==> config.mk <==
export PLATFORM = sky130hd
export DESIGN_NAME = i2c_master_byte_engine
export DESIGN_NICKNAME = d
export VERILOG_FILES = /design/src/design/i2cmbe_pkg.sv /design/src/design/i2c_master_byte_engine.sv
export VERILOG_INCLUDE_DIRS = /design/src /design/src/design
export SDC_FILE = /design/constraint.sdc
export NUM_CORES = 1
export LEC_CHECK = 0
export ABC_AREA = 1
export BUFFER_PORTS_ARGS = -buffer_cell sky130_fd_sc_hd__buf_2
export CAP_MARGIN = 20
export CORE_ASPECT_RATIO = 1.5
export CORE_MARGIN = 5
export CORE_UTILIZATION = 45
export DETAILED_ROUTE_END_ITERATION = 8
export GPL_TIMING_DRIVEN = 0
export MAX_ROUTING_LAYER = met4
export PLACE_DENSITY_LB_ADDON = 0.12
export SLEW_MARGIN = 10
export SYNTH_ARGS = -nofsm -noshare
export SYNTH_HDL_FRONTEND = slang
export SYNTH_SLANG_ARGS = --single-unit
==> constraint.sdc <==
create_clock -name i_clk -period 7.3 [get_ports i_clk]
set_input_delay 1.095 -clock i_clk [delete_from_list [all_inputs] [get_ports i_clk]]
set_output_delay 1.095 -clock i_clk [all_outputs]
set_load 0.1 [all_outputs]
==> src/design/i2c_master_byte_engine_defines.svh <==
// ----------------------------------------------------------------------------
// I2C master byte engine assertion macros
// Clocked property checks shared by the engine RTL.
// ----------------------------------------------------------------------------
`ifndef I2C_MASTER_BYTE_ENGINE_DEFINES_SVH
`define I2C_MASTER_BYTE_ENGINE_DEFINES_SVH

// Check a property at every rising clock edge, suspended while reset is low.
`define I2CMBE_ASSERT(label, clk, rst_n, prop, msg) \
    label: assert property (@(posedge clk) disable iff (!rst_n) (prop)) else $error(msg);

// Check a property at every rising clock edge, reset included.
`define I2CMBE_ASSERT_ALWAYS(label, clk, prop, msg) \
    label: assert property (@(posedge clk) (prop)) else $error(msg);

`endif

==> src/design/i2cmbe_pkg.sv <==
// ----------------------------------------------------------------------------
// I2C master byte engine package
// Opcodes, bus phase codes and the packed result layout.
// ----------------------------------------------------------------------------
`timescale 1ns / 1ps

package i2cmbe_pkg;

    typedef enum logic [1:0] {
        OP_START = 2'd0,
        OP_STOP  = 2'd1,
        OP_WRITE = 2'd2,
        OP_READ  = 2'd3
    } t_opcode;

    typedef enum logic [7:0] {
        PH_IDLE     = 8'b0000_0001,
        PH_START_A  = 8'b0000_0010,
        PH_START_B  = 8'b0000_0100,
        PH_STOP_A   = 8'b0000_1000,
        PH_STOP_B   = 8'b0001_0000,
        PH_STOP_C   = 8'b0010_0000,
        PH_BIT_LOW  = 8'b0100_0000,
        PH_BIT_HIGH = 8'b1000_0000
    } t_phase;

    localparam logic [7:0] PHASE_TICKS_RESET = 8'd9;
    localparam logic [3:0] DATA_BITS         = 4'd8;
    localparam logic [7:0] TICK_MAX          = 8'hFF;

    // Result item, lowest bit first: scl, sda, busy, done, rx_byte, ack, pad.
    typedef struct packed {
        logic [2:0] pad;
        logic       ack_received;
        logic [7:0] rx_byte;
        logic       done_res;
        logic       busy_res;
        logic       sda_level;
        logic       scl_level;
    } t_result;

endpackage

==> src/design/i2c_master_byte_engine.sv <==
// ----------------------------------------------------------------------------
// I2C master byte engine
// Tick-driven I2C master: start, stop, write byte and read byte sequences.
// ----------------------------------------------------------------------------
//  Channel   Dir  Handshake                      Payload
//  s_axis    in   s_axis_tvalid / s_axis_tready  tdata: tx, ack, sda; tuser: cmd
//  m_axis    out  m_axis_tvalid / m_axis_tready  tdata: bus levels, status
//  cfg       in   i_cfg_we                       i_cfg_wdata: phase_ticks
//
//  One tick request is taken per clock; its result is in the output register
//  on the next cycle. The bus state update is one pass of next-state logic.
//  A request is taken whenever the output register is empty or drained in the
//  same cycle, so a stalled master side holds s_axis_tready low.
//  Synchronous active-low reset idles the bus with SCL and SDA released.
// ----------------------------------------------------------------------------
`timescale 1ns / 1ps
`include "i2c_master_byte_engine_defines.svh"

module i2c_master_byte_engine
    import i2cmbe_pkg::*;
(
    input  logic        i_clk,
    input  logic        i_rst_n,
    input  logic        i_cfg_we,
    input  logic [7:0]  i_cfg_wdata,
    input  logic        s_axis_tvalid,
    output logic        s_axis_tready,
    input  logic [15:0] s_axis_tdata,   // [7:0] tx_byte, [8] ack_to_send, [9] sda_in
    input  logic [2:0]  s_axis_tuser,   // [0] cmd_valid, [2:1] opcode
    output logic        m_axis_tvalid,
    input  logic        m_axis_tready,
    output logic [15:0] m_axis_tdata    // [0] scl, [1] sda, [2] busy, [3] done,
                                        // [11:4] rx_byte, [12] ack_received
);

    logic       r_out_valid;
    t_result    r_out;
    t_result    n_out;

    logic [7:0] r_phase_ticks;
    t_phase     r_phase,     n_phase;
    logic [3:0] r_bit_index, n_bit_index;
    logic [7:0] r_tick,      n_tick;
    logic [7:0] r_shift,     n_shift;
    t_opcode    r_active_op, n_active_op;
    logic       r_held_ack,  n_held_ack;
    logic       r_scl,       n_scl;
    logic       r_sda,       n_sda;
    logic       r_ack_flag,  n_ack_flag;
    logic [7:0] r_rx_hold,   n_rx_hold;
    logic       n_done;

    logic       s_accept;
    logic       in_cmd_valid;
    t_opcode    in_opcode;
    logic [7:0] in_tx_byte;
    logic       in_ack_to_send;
    logic       in_sda;
    logic [7:0] tick_inc;
    logic       last_data_bit;

    assign in_cmd_valid   = s_axis_tuser[0];
    assign in_opcode      = t_opcode'(s_axis_tuser[2:1]);
    assign in_tx_byte     = s_axis_tdata[7:0];
    assign in_ack_to_send = s_axis_tdata[8];
    assign in_sda         = s_axis_tdata[9];

    assign s_axis_tready = !r_out_valid || m_axis_tready;
    assign s_accept      = s_axis_tvalid && s_axis_tready;
    assign m_axis_tvalid = r_out_valid;
    assign m_axis_tdata  = r_out;

    assign tick_inc      = (r_tick == TICK_MAX) ? r_tick : r_tick + 8'd1;
    // the bit that just ended was the eighth data bit or later
    assign last_data_bit = (r_bit_index >= DATA_BITS - 4'd1);

    always_comb begin
        n_phase     = r_phase;
        n_bit_index = r_bit_index;
        n_tick      = r_tick;
        n_shift     = r_shift;
        n_active_op = r_active_op;
        n_held_ack  = r_held_ack;
        n_scl       = r_scl;
        n_sda       = r_sda;
        n_ack_flag  = r_ack_flag;
        n_rx_hold   = r_rx_hold;
        n_done      = 1'b0;

        if (r_phase == PH_IDLE) begin
            if (in_cmd_valid) begin
                n_active_op = in_opcode;
                n_bit_index = 4'd0;
                n_tick      = 8'd0;
                case (in_opcode)
                    OP_START: begin
                        n_phase = PH_START_A;
                        n_scl   = 1'b1;
                        n_sda   = 1'b1;
                    end
                    OP_STOP: begin
                        n_phase = PH_STOP_A;
                        n_scl   = 1'b0;
                        n_sda   = 1'b0;
                    end
                    OP_WRITE: begin
                        n_shift    = in_tx_byte;
                        n_held_ack = in_ack_to_send;
                        n_phase    = PH_BIT_LOW;
                        n_scl      = 1'b0;
                        n_sda      = in_tx_byte[7];
                    end
                    default: begin
                        n_shift    = 8'd0;
                        n_held_ack = in_ack_to_send;
                        n_phase    = PH_BIT_LOW;
                        n_scl      = 1'b0;
                        n_sda      = 1'b1;
                    end
                endcase
            end
        end else if (tick_inc < r_phase_ticks) begin
            n_tick = tick_inc;
        end else begin
            // phase ends: enter the next one with a fresh count
            n_tick = 8'd0;
            case (r_phase)
                PH_START_A: begin
                    n_phase = PH_START_B;
                    n_scl   = 1'b1;
                    n_sda   = 1'b0;
                end
                PH_START_B: begin
                    n_phase = PH_IDLE;
                    n_scl   = 1'b0;
                    n_sda   = 1'b0;
                    n_done  = 1'b1;
                end
                PH_STOP_A: begin
                    n_phase = PH_STOP_B;
                    n_scl   = 1'b1;
                    n_sda   = 1'b0;
                end
                PH_STOP_B: begin
                    n_phase = PH_STOP_C;
                    n_scl   = 1'b1;
                    n_sda   = 1'b1;
                end
                PH_STOP_C: begin
                    n_phase = PH_IDLE;
                    n_scl   = 1'b1;
                    n_sda   = 1'b1;
                    n_done  = 1'b1;
                end
                PH_BIT_LOW: begin
                    n_phase = PH_BIT_HIGH;
                    n_scl   = 1'b1;
                end
                PH_BIT_HIGH: begin
                    if (r_bit_index < DATA_BITS) begin
                        n_bit_index = r_bit_index + 4'd1;
                        n_phase     = PH_BIT_LOW;
                        n_scl       = 1'b0;
                        if (r_active_op == OP_WRITE) begin
                            n_shift = {r_shift[6:0], 1'b0};
                            n_sda   = last_data_bit ? 1'b1 : r_shift[6];
                        end else begin
                            n_shift = {r_shift[6:0], in_sda};
                            n_sda   = last_data_bit ? r_held_ack : 1'b1;
                        end
                    end else begin
                        n_bit_index = 4'd0;
                        n_phase     = PH_IDLE;
                        n_scl       = 1'b0;
                        n_done      = 1'b1;
                        if (r_active_op == OP_WRITE) begin
                            n_ack_flag = !in_sda;
                        end else begin
                            n_rx_hold = r_shift;
                            n_sda     = 1'b1;
                        end
                    end
                end
                default: begin
                    n_phase = PH_IDLE;
                end
            endcase
        end

        n_out.pad          = 3'd0;
        n_out.ack_received = n_ack_flag;
        n_out.rx_byte      = n_rx_hold;
        n_out.done_res     = n_done;
        n_out.busy_res     = (n_phase != PH_IDLE);
        n_out.sda_level    = n_sda;
        n_out.scl_level    = n_scl;
    end

    always_ff @(posedge i_clk) begin
        if (!i_rst_n) begin
            r_phase_ticks <= PHASE_TICKS_RESET;
            r_phase       <= PH_IDLE;
            r_bit_index   <= 4'd0;
            r_tick        <= 8'd0;
            r_shift       <= 8'd0;
            r_active_op   <= OP_START;
            r_held_ack    <= 1'b1;
            r_scl         <= 1'b1;
            r_sda         <= 1'b1;
            r_ack_flag    <= 1'b0;
            r_rx_hold     <= 8'd0;
            r_out_valid   <= 1'b0;
        end else begin
            if (i_cfg_we) begin
                r_phase_ticks <= i_cfg_wdata;
            end
            if (s_accept) begin
                r_phase     <= n_phase;
                r_bit_index <= n_bit_index;
                r_tick      <= n_tick;
                r_shift     <= n_shift;
                r_active_op <= n_active_op;
                r_held_ack  <= n_held_ack;
                r_scl       <= n_scl;
                r_sda       <= n_sda;
                r_ack_flag  <= n_ack_flag;
                r_rx_hold   <= n_rx_hold;
                r_out_valid <= 1'b1;
            end else if (m_axis_tready) begin
                r_out_valid <= 1'b0;
            end
        end
    end

    // hold the result register while the master side stalls
    always_ff @(posedge i_clk) begin
        if (s_accept) begin
            r_out <= n_out;
        end
    end

    `I2CMBE_ASSERT(a_cmd_leaves_idle, i_clk, i_rst_n, s_accept && (r_phase == PH_IDLE) && in_cmd_valid |=> r_phase != PH_IDLE, "accepted command did not leave idle")
    `I2CMBE_ASSERT(a_done_goes_idle, i_clk, i_rst_n, s_accept && n_done |=> r_phase == PH_IDLE && m_axis_tdata[3] && !m_axis_tdata[2], "done reported without returning to idle")
    `I2CMBE_ASSERT(a_bit_phase_op, i_clk, i_rst_n, (r_phase == PH_BIT_LOW || r_phase == PH_BIT_HIGH) |-> (r_active_op == OP_WRITE || r_active_op == OP_READ), "bit phase outside a byte command")
    `I2CMBE_ASSERT(a_bit_index_range, i_clk, i_rst_n, r_bit_index <= DATA_BITS, "bit index past the ack clock")
    `I2CMBE_ASSERT_ALWAYS(a_stall_blocks_input, i_clk, r_out_valid && !m_axis_tready |-> !s_axis_tready, "request taken while result stalled")

endmodule
==> reports/metrics.yaml <==
crit_start: "r_tick[0]$_SDFFE_PN0P_"
layout_commonest_cell: "nand2_1"
wl_per_cell_um: 13.2
min_from: "r_active_op[1]$_SDFFE_PN0P_"
multi_input_area_um2: 1790
yosysTopAreaCellShare_pct: 27.8
clockBufferDepth: 2
r2r_end: "m_axis_tdata[2]$_DFFE_PP_"
grt_first_pass_wirelength_um: 15300
worstHoldPathType: "reg2reg"
hold_end: "r_active_op[1]$_SDFFE_PN0P_"
setup_tns_ps: 0
swShare_pct: 33.8
cts_resized: 0
synth_ff_type: "dfxtp_1"
cts-root-buf: "clkbuf_16"
yosysSeqAreaShare_pct: 38.5
r2r-start: "r_tick[0]$_SDFFE_PN0P_"
routed_wl_um: 9280
cts_setup_buffers: 0
nFillCells: 824
htreeDepth: 3
switchingPower_mw: 0.377
grt-ovfl-total: 0
rrSetupSlack_ps: 3960
whs_path_depth: 2
ys_ff_latch: 64
drv_slew: 0
synth_top_cell_by_area: "dfxtp_1"
first_pass_iters: 4
first_iter_violations: 205
final_cell_mix: "nand2_1, inv_1, dfxtp_1, o21ai_0, a21oi_1"
regArea_um2: 1410
antenna_found_initial: 0
yosysWarnings: 0
pwr-share-comb_pct: 25.0
num_io_pins: 50
critPathMaxFanout: 8
core_area_um2: 8010
dp_hpwl_um: 6950
rows: 40
area_delta_synth_final_pct: 17.2
power_density_nw_per_um2: 259
grt_use_total_pct: 19.6
grt_max_degree: 22
finClkSkew_ps: 8.38
ir_worst_vdd_mv: 0.149
dr_total_vias: 3566
worstSetupPathType: "reg2reg"
rsz0062_at_grt: "false"
netlist_instances: 540
power_frac_clock_pct: 38.2
hold_viol_final: 0
tritoncts: "yes"
setup_viol: 0
r2r_cells: 16
clk-insertion-delay-late_ps: 340
fp.dieW_um: 83.7
viasPerCell: 5.07
startpoint_type: "flop"
endpoint_kind: "flop"
place_congestion: 0.886
seqPwrFrac_pct: 36.8
die_h_um: 121
start_util_pct: 45.8
portBuffers: 40
nets: 634
required_ps: 7380
timing.final.crit_share_pct: 45.7
grt_pass1_vias: 3305
outcome: "finished clean"
drc: 0
synth-edff-count: 13
yosysUniqueCellTypes: 38
p_int_mw: 0.737
layout-drive-gt1-share_pct: 14.5
maxCapViolations: 0
relSlewSlack_pct: 48.8
worst_slew_pin_slew_ps: 765
holdWs_ps: 469
cts.clk_slew.worst_paths_ps: 50
num_antenna_cells: 0
cts_buffers: 9
die_area_um2: 10100
cts_sinks: 64
syn_area_um2: 3670
synth_area_leaders: "dfxtp_1, nand2_1, edfxtp_1, inv_1, o21ai_0"
ant_nets: 0
async_flop_share_pct: 0
leakage_nw: 2.03
layout_min_cycle_time_ps: 3340
max_freq_ghz: 0.300
arrival_ps: 3420
avgSynthCellArea_um2: 6.80
ctsHoldBuffers: 0
-- cells by family after synthesis --
kind of cell / Yosys count / synth area share, %
compound gates: 137 / 19.4
xor+xnor: 2 / 0.477
fa+ha+maj: 9 / 3.07
buf+inv: 120 / 13.1
flops: 64 / 38.5
mux: 1 / 0.307
other cells: 1 / 0.102
simple gates: 206 / 25.1
-- worst max-delay path, stage by stage (launching register included) --
cell	delay [ps]
dfxtp_1	400
ha_1	190
nand2_1	80
nor2_2	190
nand2_2	150
o21ai_0	210
ha_1	330
a21oi_1	130
nor2_1	50
a211oi_1	520
nand3_2	290
nand2_1	180
nand2_1	60
nand2_1	70
nand2_1	60
nor2_1	90
nand2_1	50
-- per-layer routing --
layer	up-vias	share of wire (%)	GRT usage [%]
met5	-	0	-
met3	17	5.0	2.45
met2	86	52	34.7
met1	1603	41	21.3
met4	0	2.0	10.3
li1	1860	-	-
-- worst max-delay path by stage --
stage,end,slack [ps],cells past startpoint
5_1_grt,m_axis_tdata[2]$_DFFE_PP_,3590,16
3_3_place_gp,m_axis_tdata[2]$_DFFE_PP_,3980,16
3_5_place_dp,m_axis_tdata[2]$_DFFE_PP_,3930,16
4_1_cts,m_axis_tdata[2]$_DFFE_PP_,3900,16
2_1_floorplan,r_active_op[1]$_SDFFE_PN0P_,4060,6
6_report,m_axis_tdata[2]$_DFFE_PP_,3960,16
-- power groups by stage --
stage	clock [mW]	combinational [mW]	sequential [mW]
global placement	0	0.275	0.416
finish	0.425	0.278	0.410
global route	0.446	0.308	0.413
detailed placement	0	0.279	0.417
floorplan	0	0.155	0.479
CTS	0.431	0.280	0.410
-- synth_stat cells (3+ instances only) --
cell	count
nor2_2	7
dfxtp_1	51
o21ai_1	32
edfxtp_1	13
o22ai_1	7
buf_4	3
nor2_1	30
nor3_1	5
clkbuf_1	12
a21oi_1	46
inv_1	91
nand4_1	8
o21ai_0	47
nand2_1	119
nand2_2	4
ha_1	9
inv_2	7
nand3_1	25
-- metrics by stage --
step                      util (%)  total power [mW]  worst slack, ps  instance area (um^2)  std cells
after floorplan                  -             0.634             4060                  3680        542
after global placement        50.1             0.691             3980                  4010        687
after detailed placement      50.1             0.695             3930                  4010        687
after CTS                     53.7              1.12             3900                  4300        703
after global routing          53.7              1.17             3590                  4300        703
final                         53.7              1.11             3960                  4300        703
-- cell type report --
type,instances,share of cell area [%]
timing repair buffer,40,4.66
clock buffer,13,5.82
multi-input combinational,358,41.5
clock inverter,3,0.960
tap,105,3.05
inverter,99,8.64
sequential,64,32.8
buffer,21,2.53
-- flip-flops by register name, indices dropped and copies added, names as in the netlist, 2 cells and up --
register	cells
m_axis_tdata	13
r_phase	8
r_phase_ticks	8
r_rx_hold	8
r_shift	8
r_tick	8
r_bit_index	4
r_active_op	2
(Power assumes the default switching activity.)
